==> src/sv/tqc_pkg.sv <==
package tqc_pkg;

  localparam int WAYS    = 16;
  localparam int KEY_W   = 32;
  localparam int SIZE_W  = 8;
  localparam int SPACE_W = 12;
  localparam int CNT_W   = $clog2(WAYS + 1);
  localparam int IDX_W   = $clog2(WAYS);

  // queue operation codes
  localparam logic [1:0] OP_NONE        = 2'd0;
  localparam logic [1:0] OP_APPEND      = 2'd1;
  localparam logic [1:0] OP_DROP        = 2'd2;
  localparam logic [1:0] OP_DROP_APPEND = 2'd3;

  // outcome codes
  localparam logic [1:0] OUT_MISS     = 2'd0;
  localparam logic [1:0] OUT_FIFO_HIT = 2'd1;
  localparam logic [1:0] OUT_LRU_HIT  = 2'd2;

  // queue select
  localparam logic Q_FIFO = 1'b0;
  localparam logic Q_LRU  = 1'b1;

  typedef struct packed {
    logic [1:0]        kind;
    logic [IDX_W-1:0]  idx;
    logic [KEY_W-1:0]  tag;
    logic [SIZE_W-1:0] size;
  } tqc_op_t;

  typedef struct packed {
    logic [CNT_W-1:0]   count;
    logic [SPACE_W-1:0] space;
    logic               hit;
    logic [IDX_W-1:0]   hit_idx;
    logic [SIZE_W-1:0]  hit_size;
    logic [KEY_W-1:0]   front_tag;
  } tqc_stat_t;

endpackage

==> src/sv/two_queue_cache_replacement.sv <==
// Channel | Dir | Handshake           | Payload
// req     | in  | req_valid/req_stall | key, item_size
// rsp     | out | rsp_valid/rsp_stall | outcome, evict_valid, evicted_key, evicted_queue, last
// apb     | in  | psel/penable/pready | paddr, pwdata, pwrite, prdata
//
// An LRU hit passes through lookup, final beat and idle; a miss or a promotion
// passes through lookup, insert, the eviction loop (one beat per eviction, up to
// 16 evictions), final beat and idle. When the target queue is full the insert step
// carries the first eviction.
// Reset (rst, synchronous) empties both queues and loads capacities 14 and 2.
// A stalled result beat holds the sequencer for that cycle; no request is taken until
// the final beat of the previous one has been registered.
module two_queue_cache_replacement (
  input  logic                       clk,
  input  logic                       rst,
  input  logic                       req_valid,
  output logic                       req_stall,
  input  logic [tqc_pkg::KEY_W-1:0]  key,
  input  logic [tqc_pkg::SIZE_W-1:0] item_size,
  output logic                       rsp_valid,
  input  logic                       rsp_stall,
  output logic [1:0]                 outcome,
  output logic                       evict_valid,
  output logic [tqc_pkg::KEY_W-1:0]  evicted_key,
  output logic                       evicted_queue,
  output logic                       last,
  input  logic                       psel,
  input  logic                       penable,
  input  logic                       pwrite,
  input  logic [2:0]                 paddr,
  input  logic [31:0]                pwdata,
  output logic [31:0]                prdata,
  output logic                       pready
);
  import tqc_pkg::*;

  localparam logic [2:0] S_IDLE  = 3'd0;
  localparam logic [2:0] S_LOOK  = 3'd1;
  localparam logic [2:0] S_ADD   = 3'd2;
  localparam logic [2:0] S_EVICT = 3'd3;
  localparam logic [2:0] S_FINAL = 3'd4;

  logic [2:0]         state, state_next;
  logic [KEY_W-1:0]   key_r;
  logic [SIZE_W-1:0]  size_r;
  logic [SIZE_W-1:0]  psize, psize_next;
  logic [1:0]         outcome_r, outcome_next;
  logic               qsel, qsel_next;
  logic [CNT_W-1:0]   n, n_next;
  logic [SPACE_W-1:0] lru_cap;
  logic [SPACE_W-1:0] fifo_cap;

  tqc_op_t   fifo_op, lru_op, op;
  tqc_stat_t fifo_st, lru_st, st;

  logic             can_emit;
  logic             emit;
  logic             emit_evict;
  logic [KEY_W-1:0] emit_key;
  logic             over;
  logic             req_take;

  tqc_queue u_fifo (.clk(clk), .rst(rst), .op(fifo_op), .key(key_r), .stat(fifo_st));
  tqc_queue u_lru  (.clk(clk), .rst(rst), .op(lru_op),  .key(key_r), .stat(lru_st));

  // configuration port
  assign pready = 1'b1;
  assign prdata = paddr[2] ? {{(32-SPACE_W){1'b0}}, fifo_cap}
                           : {{(32-SPACE_W){1'b0}}, lru_cap};

  always_ff @(posedge clk) begin
    if (rst) begin
      lru_cap  <= SPACE_W'(14);
      fifo_cap <= SPACE_W'(2);
    end else if (psel && penable && pwrite && pready) begin
      if (paddr[2]) fifo_cap <= pwdata[SPACE_W-1:0];
      else          lru_cap  <= pwdata[SPACE_W-1:0];
    end
  end

  assign req_stall = (state != S_IDLE);
  assign req_take  = req_valid && !req_stall;
  assign can_emit  = !rsp_valid || !rsp_stall;
  assign st        = qsel ? lru_st : fifo_st;
  assign over      = qsel ? (st.space > lru_cap) : (st.space >= fifo_cap);

  // sequencer
  always_comb begin
    state_next   = state;
    psize_next   = psize;
    outcome_next = outcome_r;
    qsel_next    = qsel;
    n_next       = n;
    op           = '0;
    fifo_op      = '0;
    lru_op       = '0;
    emit         = 1'b0;
    emit_evict   = 1'b0;
    emit_key     = '0;
    unique case (state)
      S_IDLE: begin
        if (req_take) state_next = S_LOOK;
      end
      S_LOOK: begin
        if (lru_st.hit) begin
          lru_op.kind  = OP_DROP_APPEND;
          lru_op.idx   = lru_st.hit_idx;
          lru_op.tag   = key_r;
          lru_op.size  = lru_st.hit_size;
          outcome_next = OUT_LRU_HIT;
          state_next   = S_FINAL;
        end else if (fifo_st.hit) begin
          fifo_op.kind = OP_DROP;
          fifo_op.idx  = fifo_st.hit_idx;
          psize_next   = fifo_st.hit_size;
          outcome_next = OUT_FIFO_HIT;
          qsel_next    = Q_LRU;
          state_next   = S_ADD;
        end else begin
          psize_next   = size_r;
          outcome_next = OUT_MISS;
          qsel_next    = Q_FIFO;
          state_next   = S_ADD;
        end
      end
      S_ADD: begin
        op.tag  = key_r;
        op.size = psize;
        if (st.count == CNT_W'(WAYS)) begin
          if (can_emit) begin
            op.kind    = OP_DROP_APPEND;
            emit       = 1'b1;
            emit_evict = 1'b1;
            emit_key   = st.front_tag;
            n_next     = CNT_W'(1);
            state_next = S_EVICT;
          end
        end else begin
          op.kind    = OP_APPEND;
          n_next     = '0;
          state_next = S_EVICT;
        end
      end
      S_EVICT: begin
        if (over && st.count != '0 && n != CNT_W'(WAYS)) begin
          if (can_emit) begin
            op.kind    = OP_DROP;
            emit       = 1'b1;
            emit_evict = 1'b1;
            emit_key   = st.front_tag;
            n_next     = n + CNT_W'(1);
          end
        end else begin
          state_next = S_FINAL;
        end
      end
      S_FINAL: begin
        if (can_emit) begin
          emit       = 1'b1;
          state_next = S_IDLE;
        end
      end
      default: state_next = S_IDLE;
    endcase
    // route the shared operation to the selected queue
    if (state == S_ADD || state == S_EVICT) begin
      if (qsel) lru_op = op;
      else      fifo_op = op;
    end
  end

  always_ff @(posedge clk) begin
    if (rst) begin
      state <= S_IDLE;
      qsel  <= Q_FIFO;
      n     <= '0;
    end else begin
      state <= state_next;
      qsel  <= qsel_next;
      n     <= n_next;
    end
  end

  // hold request payload and working values
  always_ff @(posedge clk) begin
    if (req_take) begin
      key_r  <= key;
      size_r <= item_size;
    end
    psize     <= psize_next;
    outcome_r <= outcome_next;
  end

  // output register: load a beat, drop it once taken
  always_ff @(posedge clk) begin
    if (rst) begin
      rsp_valid <= 1'b0;
    end else if (emit) begin
      rsp_valid <= 1'b1;
    end else if (!rsp_stall) begin
      rsp_valid <= 1'b0;
    end
  end

  always_ff @(posedge clk) begin
    if (emit) begin
      outcome       <= outcome_r;
      evict_valid   <= emit_evict;
      evicted_key   <= emit_key;
      evicted_queue <= emit_evict & qsel;
      last          <= !emit_evict;
    end
  end

`ifndef SYNTH
  a_take_look: assert property (@(posedge clk) disable iff (rst)
    req_take |=> state == S_LOOK) else $error("request not looked up");
  a_evict_bound: assert property (@(posedge clk) disable iff (rst)
    n <= CNT_W'(WAYS)) else $error("eviction count beyond ways");
  a_count_bound: assert property (@(posedge clk) disable iff (rst)
    fifo_st.count <= CNT_W'(WAYS) && lru_st.count <= CNT_W'(WAYS))
    else $error("queue overfilled");
  a_final_idle: assert property (@(posedge clk) disable iff (rst)
    (state == S_FINAL && can_emit) |=> (state == S_IDLE && rsp_valid && last))
    else $error("final beat lost");
`endif

endmodule

==> src/sv/tqc_cell.sv <==
module tqc_cell (
  input  logic                      clk,
  input  logic                      shift,
  input  logic                      load,
  input  logic                      live,
  input  logic [tqc_pkg::KEY_W-1:0]  nb_tag,
  input  logic [tqc_pkg::SIZE_W-1:0] nb_size,
  input  logic [tqc_pkg::KEY_W-1:0]  new_tag,
  input  logic [tqc_pkg::SIZE_W-1:0] new_size,
  input  logic [tqc_pkg::KEY_W-1:0]  key,
  output logic [tqc_pkg::KEY_W-1:0]  tag,
  output logic [tqc_pkg::SIZE_W-1:0] size,
  output logic                      match
);
  import tqc_pkg::*;

  // take a new entry, or the neighbour's entry when the row closes a gap
  always_ff @(posedge clk) begin
    if (load) begin
      tag  <= new_tag;
      size <= new_size;
    end else if (shift) begin
      tag  <= nb_tag;
      size <= nb_size;
    end
  end

  assign match = live && (tag == key);

endmodule

==> src/sv/tqc_queue.sv <==
module tqc_queue (
  input  logic               clk,
  input  logic               rst,
  input  tqc_pkg::tqc_op_t   op,
  input  logic [tqc_pkg::KEY_W-1:0] key,
  output tqc_pkg::tqc_stat_t stat
);
  import tqc_pkg::*;

  logic [KEY_W-1:0]   tags  [WAYS];
  logic [SIZE_W-1:0]  sizes [WAYS];
  logic [WAYS-1:0]    match;
  logic [CNT_W-1:0]   count;
  logic [CNT_W-1:0]   count_next;
  logic [SPACE_W-1:0] space;
  logic [SPACE_W-1:0] space_next;
  logic [SIZE_W-1:0]  drop_size;
  logic               is_drop;
  logic [CNT_W-1:0]   last_pos;

  assign is_drop   = (op.kind == OP_DROP) || (op.kind == OP_DROP_APPEND);
  assign last_pos  = count - CNT_W'(1);
  assign drop_size = sizes[op.idx];

  // row of cells, each but the last fed by its younger neighbour
  for (genvar k = 0; k < WAYS; k++) begin : g_cell
    logic shift_k;
    logic load_k;
    logic live_k;
    logic [KEY_W-1:0]  nb_tag_k;
    logic [SIZE_W-1:0] nb_size_k;

    assign shift_k = is_drop && (IDX_W'(k) >= op.idx);
    assign load_k  = ((op.kind == OP_APPEND) && (CNT_W'(k) == count)) ||
                     ((op.kind == OP_DROP_APPEND) && (CNT_W'(k) == last_pos));
    assign live_k  = CNT_W'(k) < count;

    if (k == WAYS - 1) begin : g_end
      assign nb_tag_k  = tags[k];
      assign nb_size_k = sizes[k];
    end else begin : g_mid
      assign nb_tag_k  = tags[k+1];
      assign nb_size_k = sizes[k+1];
    end

    tqc_cell u_cell (
      .clk      (clk),
      .shift    (shift_k),
      .load     (load_k),
      .live     (live_k),
      .nb_tag   (nb_tag_k),
      .nb_size  (nb_size_k),
      .new_tag  (op.tag),
      .new_size (op.size),
      .key      (key),
      .tag      (tags[k]),
      .size     (sizes[k]),
      .match    (match[k])
    );
  end

  // pick the oldest matching cell and report the queue state
  always_comb begin
    stat.count   = count;
    stat.space   = space;
    stat.hit     = 1'b0;
    stat.hit_idx = '0;
    for (int k = WAYS - 1; k >= 0; k--) begin
      if (match[k]) begin
        stat.hit     = 1'b1;
        stat.hit_idx = IDX_W'(k);
      end
    end
    stat.hit_size  = sizes[stat.hit_idx];
    stat.front_tag = tags[0];
  end

  // track fill count and occupied space
  always_comb begin
    count_next = count;
    space_next = space;
    case (op.kind)
      OP_APPEND: begin
        count_next = count + CNT_W'(1);
        space_next = space + SPACE_W'(op.size);
      end
      OP_DROP: begin
        count_next = count - CNT_W'(1);
        space_next = space - SPACE_W'(drop_size);
      end
      OP_DROP_APPEND: begin
        space_next = space - SPACE_W'(drop_size) + SPACE_W'(op.size);
      end
      default: ;
    endcase
  end

  always_ff @(posedge clk) begin
    if (rst) begin
      count <= '0;
      space <= '0;
    end else begin
      count <= count_next;
      space <= space_next;
    end
  end

endmodule

==> config.mk <==
export PLATFORM = sky130hd
export DESIGN_NAME = two_queue_cache_replacement
export DESIGN_NICKNAME = d
export VERILOG_FILES = /design/src/sv/tqc_pkg.sv /design/src/sv/two_queue_cache_replacement.sv /design/src/sv/tqc_cell.sv /design/src/sv/tqc_queue.sv
export SDC_FILE = /design/constraint.sdc
export NUM_CORES = 2
export LEC_CHECK = 0
export BUFFER_PORTS_ARGS = -buffer_cell sky130_fd_sc_hd__buf_2
export CAP_MARGIN = 20
export CORE_ASPECT_RATIO = 0.5
export CORE_MARGIN = 5
export CORE_UTILIZATION = 45
export DETAILED_ROUTE_END_ITERATION = 12
export PLACE_DENSITY = 0.57
export SYNTH_ARGS = -nofsm -noshare
export SYNTH_HDL_FRONTEND = slang
export SYNTH_SLANG_ARGS = --single-unit
==> constraint.sdc <==
create_clock -name clk -period 14.2 [get_ports clk]
set_clock_uncertainty 0.2 [all_clocks]
set_input_delay 0.71 -clock clk [delete_from_list [all_inputs] [get_ports clk]]
set_output_delay 0.71 -clock clk [all_outputs]
set_load 0.005 [all_outputs]
==> results.txt <==
- Placer's final routability congestion estimate: 0.989
- The critical path in this run is classified as reg -> reg.
- In this run the standard cell core region covers 0.181 mm².
* Minimum clock period after layout: 10.25 ns
* TritonCTS clock tree: done
* Worst setup SP type: flop
* Logic pwr share: 8.1%
* Antenna viol nets, final: 0
- Horizontal die dimension: 614 µm
* Setup repair bufs after CTS: 0
- # Max-Cap Violations: 0
- In the synthesized netlist the async set-or-reset flop fraction comes to 0%.
* Count of buffers inserted at the top-level ports: 110
- H-tree level count: 4
* Mean area per synthesized cell: 10.1 µm²
* Final number of setup-violating endpoints: 0
- After filler insertion, the fill cell instance count of the layout stands at 16.8k.
- The cell area that synthesis handed to floorplanning was 0.0821 mm².
* Synth Register Bits: 1,435
- Wire length of the first global-routing pass: 451,000 µm
* Cell with the largest stage delay on the worst path: sky130_fd_sc_hd__and2_1
- Residual DRC: 0
* Total Routed Length: 320,000 µm
- Cell depth of the worst hold path: 3
- In the synthesized netlist, the number of instances is 8,152.
* Number of global-route vias before repair: 60.8k
- Number of buffers inserted during clock tree synthesis: 150
- Among the stages of the critical path, the cell type that occurs most often is sky130_fd_sc_hd__o21ai_0.
* Peak clock frequency supported by timing: 97.6 MHz
- Vias per Instance: 6.16
- The run finished with clean final reports.
- Measured against its own limit, the worst slew margin works out to 17.9%.
- Leaving out fill and tap cells, the most frequent cell in the layout is sky130_fd_sc_hd__nand2_1.
* Transition time of the tightest slew-check pin: 1.23 ns
* Top FF cell, synth: sky130_fd_sc_hd__edfxtp_1
* Clock latency on the worst-skew pair: 0.83 ns
* I/O pin total: 154
* 1st-pass router iterations: 6
* Initial antenna violation count: 7
- RSZ-0062 raised after global routing: no
- Period utilization: 72.2%
* Worst hold slack: 0.108 ns
- Final count of hold timing violations: 0
- Leaving out fill and tap cells, the most frequent cells in the layout are sky130_fd_sc_hd__nand2_1, sky130_fd_sc_hd__edfxtp_1, sky130_fd_sc_hd__o21ai_0.
- For hold timing, the worst endpoint is rsp_valid.
- Clock-pin slew was measured on the worst setup and hold paths at 0.06 ns.
- For this run, the number of Yosys warnings is 0.
- For this design the total switching power over the nets is 0.00234 W.
* Clock Tree Buf Depth: 4
- Sequential share of the synthesized area: 51.7%
- Setup_tns: 0 ns
* Startpoint of the worst hold path: rsp_stall
- In this run, the number of DRC markers left after iteration 0 of detailed routing was 8,389.
- Reg-to-Reg End: u_lru.space[11]
* Clock group share of total power: 42.5%
- The number of different library cells used by synthesis comes to 99.
- FP Rows: 110
- Global route total overflow: 0
- At the end of the flow, the number of nets in the layout was 8,290.
* Sinks on the clock net: 1,435
* Number of enable flip-flop cells after synthesis: 1,367
- In this run the power density over the cells is 104 mW/mm².
* All-Layer GR Usage: 32.4%
* Critical path data required time: 14.67 ns
- Of the cells placed in the final design, the portion with a size suffix greater than 1 is 9.25%.
- After detailed routing, the average wire length per cell comes to 30.1 µm.
- Total die area: 0.192 mm²
- Of all nets on the critical path, the largest fanout is 43.
- Area growth from synthesis to layout: 10.2%
- Sort of element at the end of the critical path: flop
- The number of placed instances, taps included, is 10.3k.
- Final HPWL from detailed placement: 226,000 µm
- Worst reg2reg setup slack: 3.95 ns
- The analysis attributes to cell leakage a power of 33.0 nW.
* Slowest cell delay on critical path: 0.85 ns
- Number of slew-limit violations in the final report: 0
* Critical path startpoint: key_r[31]
- Of the total power, the share spent switching nets is 25.0%.
- The cell sitting at the root of the clock tree is a sky130_fd_sc_hd__clkbuf_16.
* Effective utilization at floorplan: 45.4%
- Pin count of the biggest net entering global routing: 82
* Internal Pwr Total: 0.00703 W
- Data on the critical path arrives at its endpoint at 10.72 ns.
- Per report_power, the sequential group accounts for 49.4% of the total.
- Final standard cell count with taps included and fillers excluded: 10.6k
- In this run the vertical extent of the chip is 312 µm.
- Vias: 65.5k
- The worst hold path belongs to the class in -> reg.
- The worst register-to-register path begins at key_r[31].
* Worst-case vdd ir drop: 77.7 µV
* Number of cells on the worst reg-to-reg path: 30
[kinds of logic after synthesis]
group / Yosys count / share of synthesized area (%)
other cells: 2 / 0.00915
buf+inv: 773 / 4.21
mux: 287 / 3.74
flops: 1435 / 51.7
xor+xnor: 1061 / 11.3
simple gates: 2761 / 15.8
compound gates: 1749 / 11.9
fa+ha+maj: 84 / 1.32
[how the worst max path moves through the flow]
stage                                            endpoint  cells after the start  slack (ns)
after global routing                      u_lru.space[11]                     30        3.40
after floorplan           u_fifo.g_cell[0].u_cell.size[0]                     22        6.48
after CTS                                 u_lru.space[11]                     31        4.11
after detailed placement                  u_lru.space[11]                     31        4.20
final                                     u_lru.space[11]                     30        3.95
after global placement                    u_lru.space[11]                     31        4.26
[layout make-up]
type | instances | area (µm²) | area share [%]
Sequential cell | 1435 | 42400 | 46.9
Tap cell | 2408 | 3010 | 3.33
Clock inverter | 73 | 648 | 0.716
Antenna cell | 6 | 15.0 | 0.0166
Inverter | 176 | 661 | 0.730
Multi-Input combinational cell | 5963 | 36800 | 40.6
Clock buffer | 186 | 4020 | 4.44
Timing Repair Buffer | 398 | 2960 | 3.27
[power groups by stage]
stage	sequential (W)	clock, W	combinational [W]
final	0.00463	0.00398	0.000757
after global routing	0.00463	0.00420	0.000788
after CTS	0.00463	0.00402	0.000739
after detailed placement	0.00472	0	0.000724
after global placement	0.00472	0	0.000724
after floorplan	0.00470	0	0.000459
[Yosys cell counts (35+ instances only)]
library cell,number,area share (%)
sky130_fd_sc_hd__nand2_1,1413,6.5
sky130_fd_sc_hd__edfxtp_1,1367,50
sky130_fd_sc_hd__o21ai_0,1189,7.2
sky130_fd_sc_hd__xnor2_1,548,5.8
sky130_fd_sc_hd__xor2_1,513,5.5
sky130_fd_sc_hd__clkbuf_1,395,1.8
sky130_fd_sc_hd__nor2_1,359,1.6
sky130_fd_sc_hd__nand4_1,253,1.9
sky130_fd_sc_hd__nor4_1,226,1.7
sky130_fd_sc_hd__a21oi_1,216,1.3
sky130_fd_sc_hd__mux2i_1,198,2.4
sky130_fd_sc_hd__inv_1,170,0.78
sky130_fd_sc_hd__buf_4,107,0.98
sky130_fd_sc_hd__nor3_1,92,0.56
sky130_fd_sc_hd__nand3_1,89,0.54
sky130_fd_sc_hd__ha_1,80,1.2
sky130_fd_sc_hd__mux2_2,75,1.0
sky130_fd_sc_hd__buf_2,70,0.43
sky130_fd_sc_hd__dfxtp_1,68,1.7
sky130_fd_sc_hd__nor2b_1,54,0.41
sky130_fd_sc_hd__or4_1,35,0.32
[routing by layer]
metal	vias to the layer above	global-route usage [%]	share of wire (%)
met3	692	5.38	9.2
met2	3563	49.7	44
met1	32000	46.0	42
li1	29200	-	-
met5	-	0	0
met4	0	13.0	4.7
[worst max-delay path, delay by kind of cell (launching register included)]
family / cells / cell delay [ns]
adder cells (fa/ha/maj): 3 / 0.97
multiplexers: 3 / 0.89
AND/OR/NAND/NOR: 10 / 3.12
buffers and inverters: 2 / 1.28
flip-flops: 1 / 0.76
XOR/XNOR: 1 / 0.22
AO/OA/AOI/OAI: 11 / 2.60
[sequential cells by signal, summed over array words and instances (netlist names)]
register                   count
outcome                        2
lru_cap                       12
size_r                         8
evicted_queue                  1
u_lru.g_cell.u_cell.size     128
last                           1
evict_valid                    1
u_fifo.g_cell.u_cell.size    128
evicted_key                   32
state                          3
fifo_cap                      12
u_fifo.space                  12
u_lru.count                    5
outcome_r                      2
u_lru.space                   12
psize                          8
qsel                           1
u_lru.g_cell.u_cell.tag      512
rsp_valid                      1
key_r                         32
n                              5
u_fifo.g_cell.u_cell.tag     512
u_fifo.count                   5
[metrics by stage]
stage | setup slack, ns | power (W) | area [µm²] | utilization [%]
floorplan | 6.48 | 0.00516 | 82200 | -
global placement | 4.26 | 0.00544 | 85100 | 47.1
detailed placement | 4.20 | 0.00544 | 85100 | 47.1
CTS | 4.11 | 0.00938 | 90300 | 50.0
global route | 3.40 | 0.00962 | 90500 | 50.1
finish | 3.95 | 0.00937 | 90500 | 50.1
[repair_timing]
item                                   4_1_cts  5_1_grt
endpoints found under the hold margin       64        0
setup endpoints to repair                    0        0
hold buffers                                52        0
gates resized for setup                      0        0
Power figures use the tool's default switching activity.
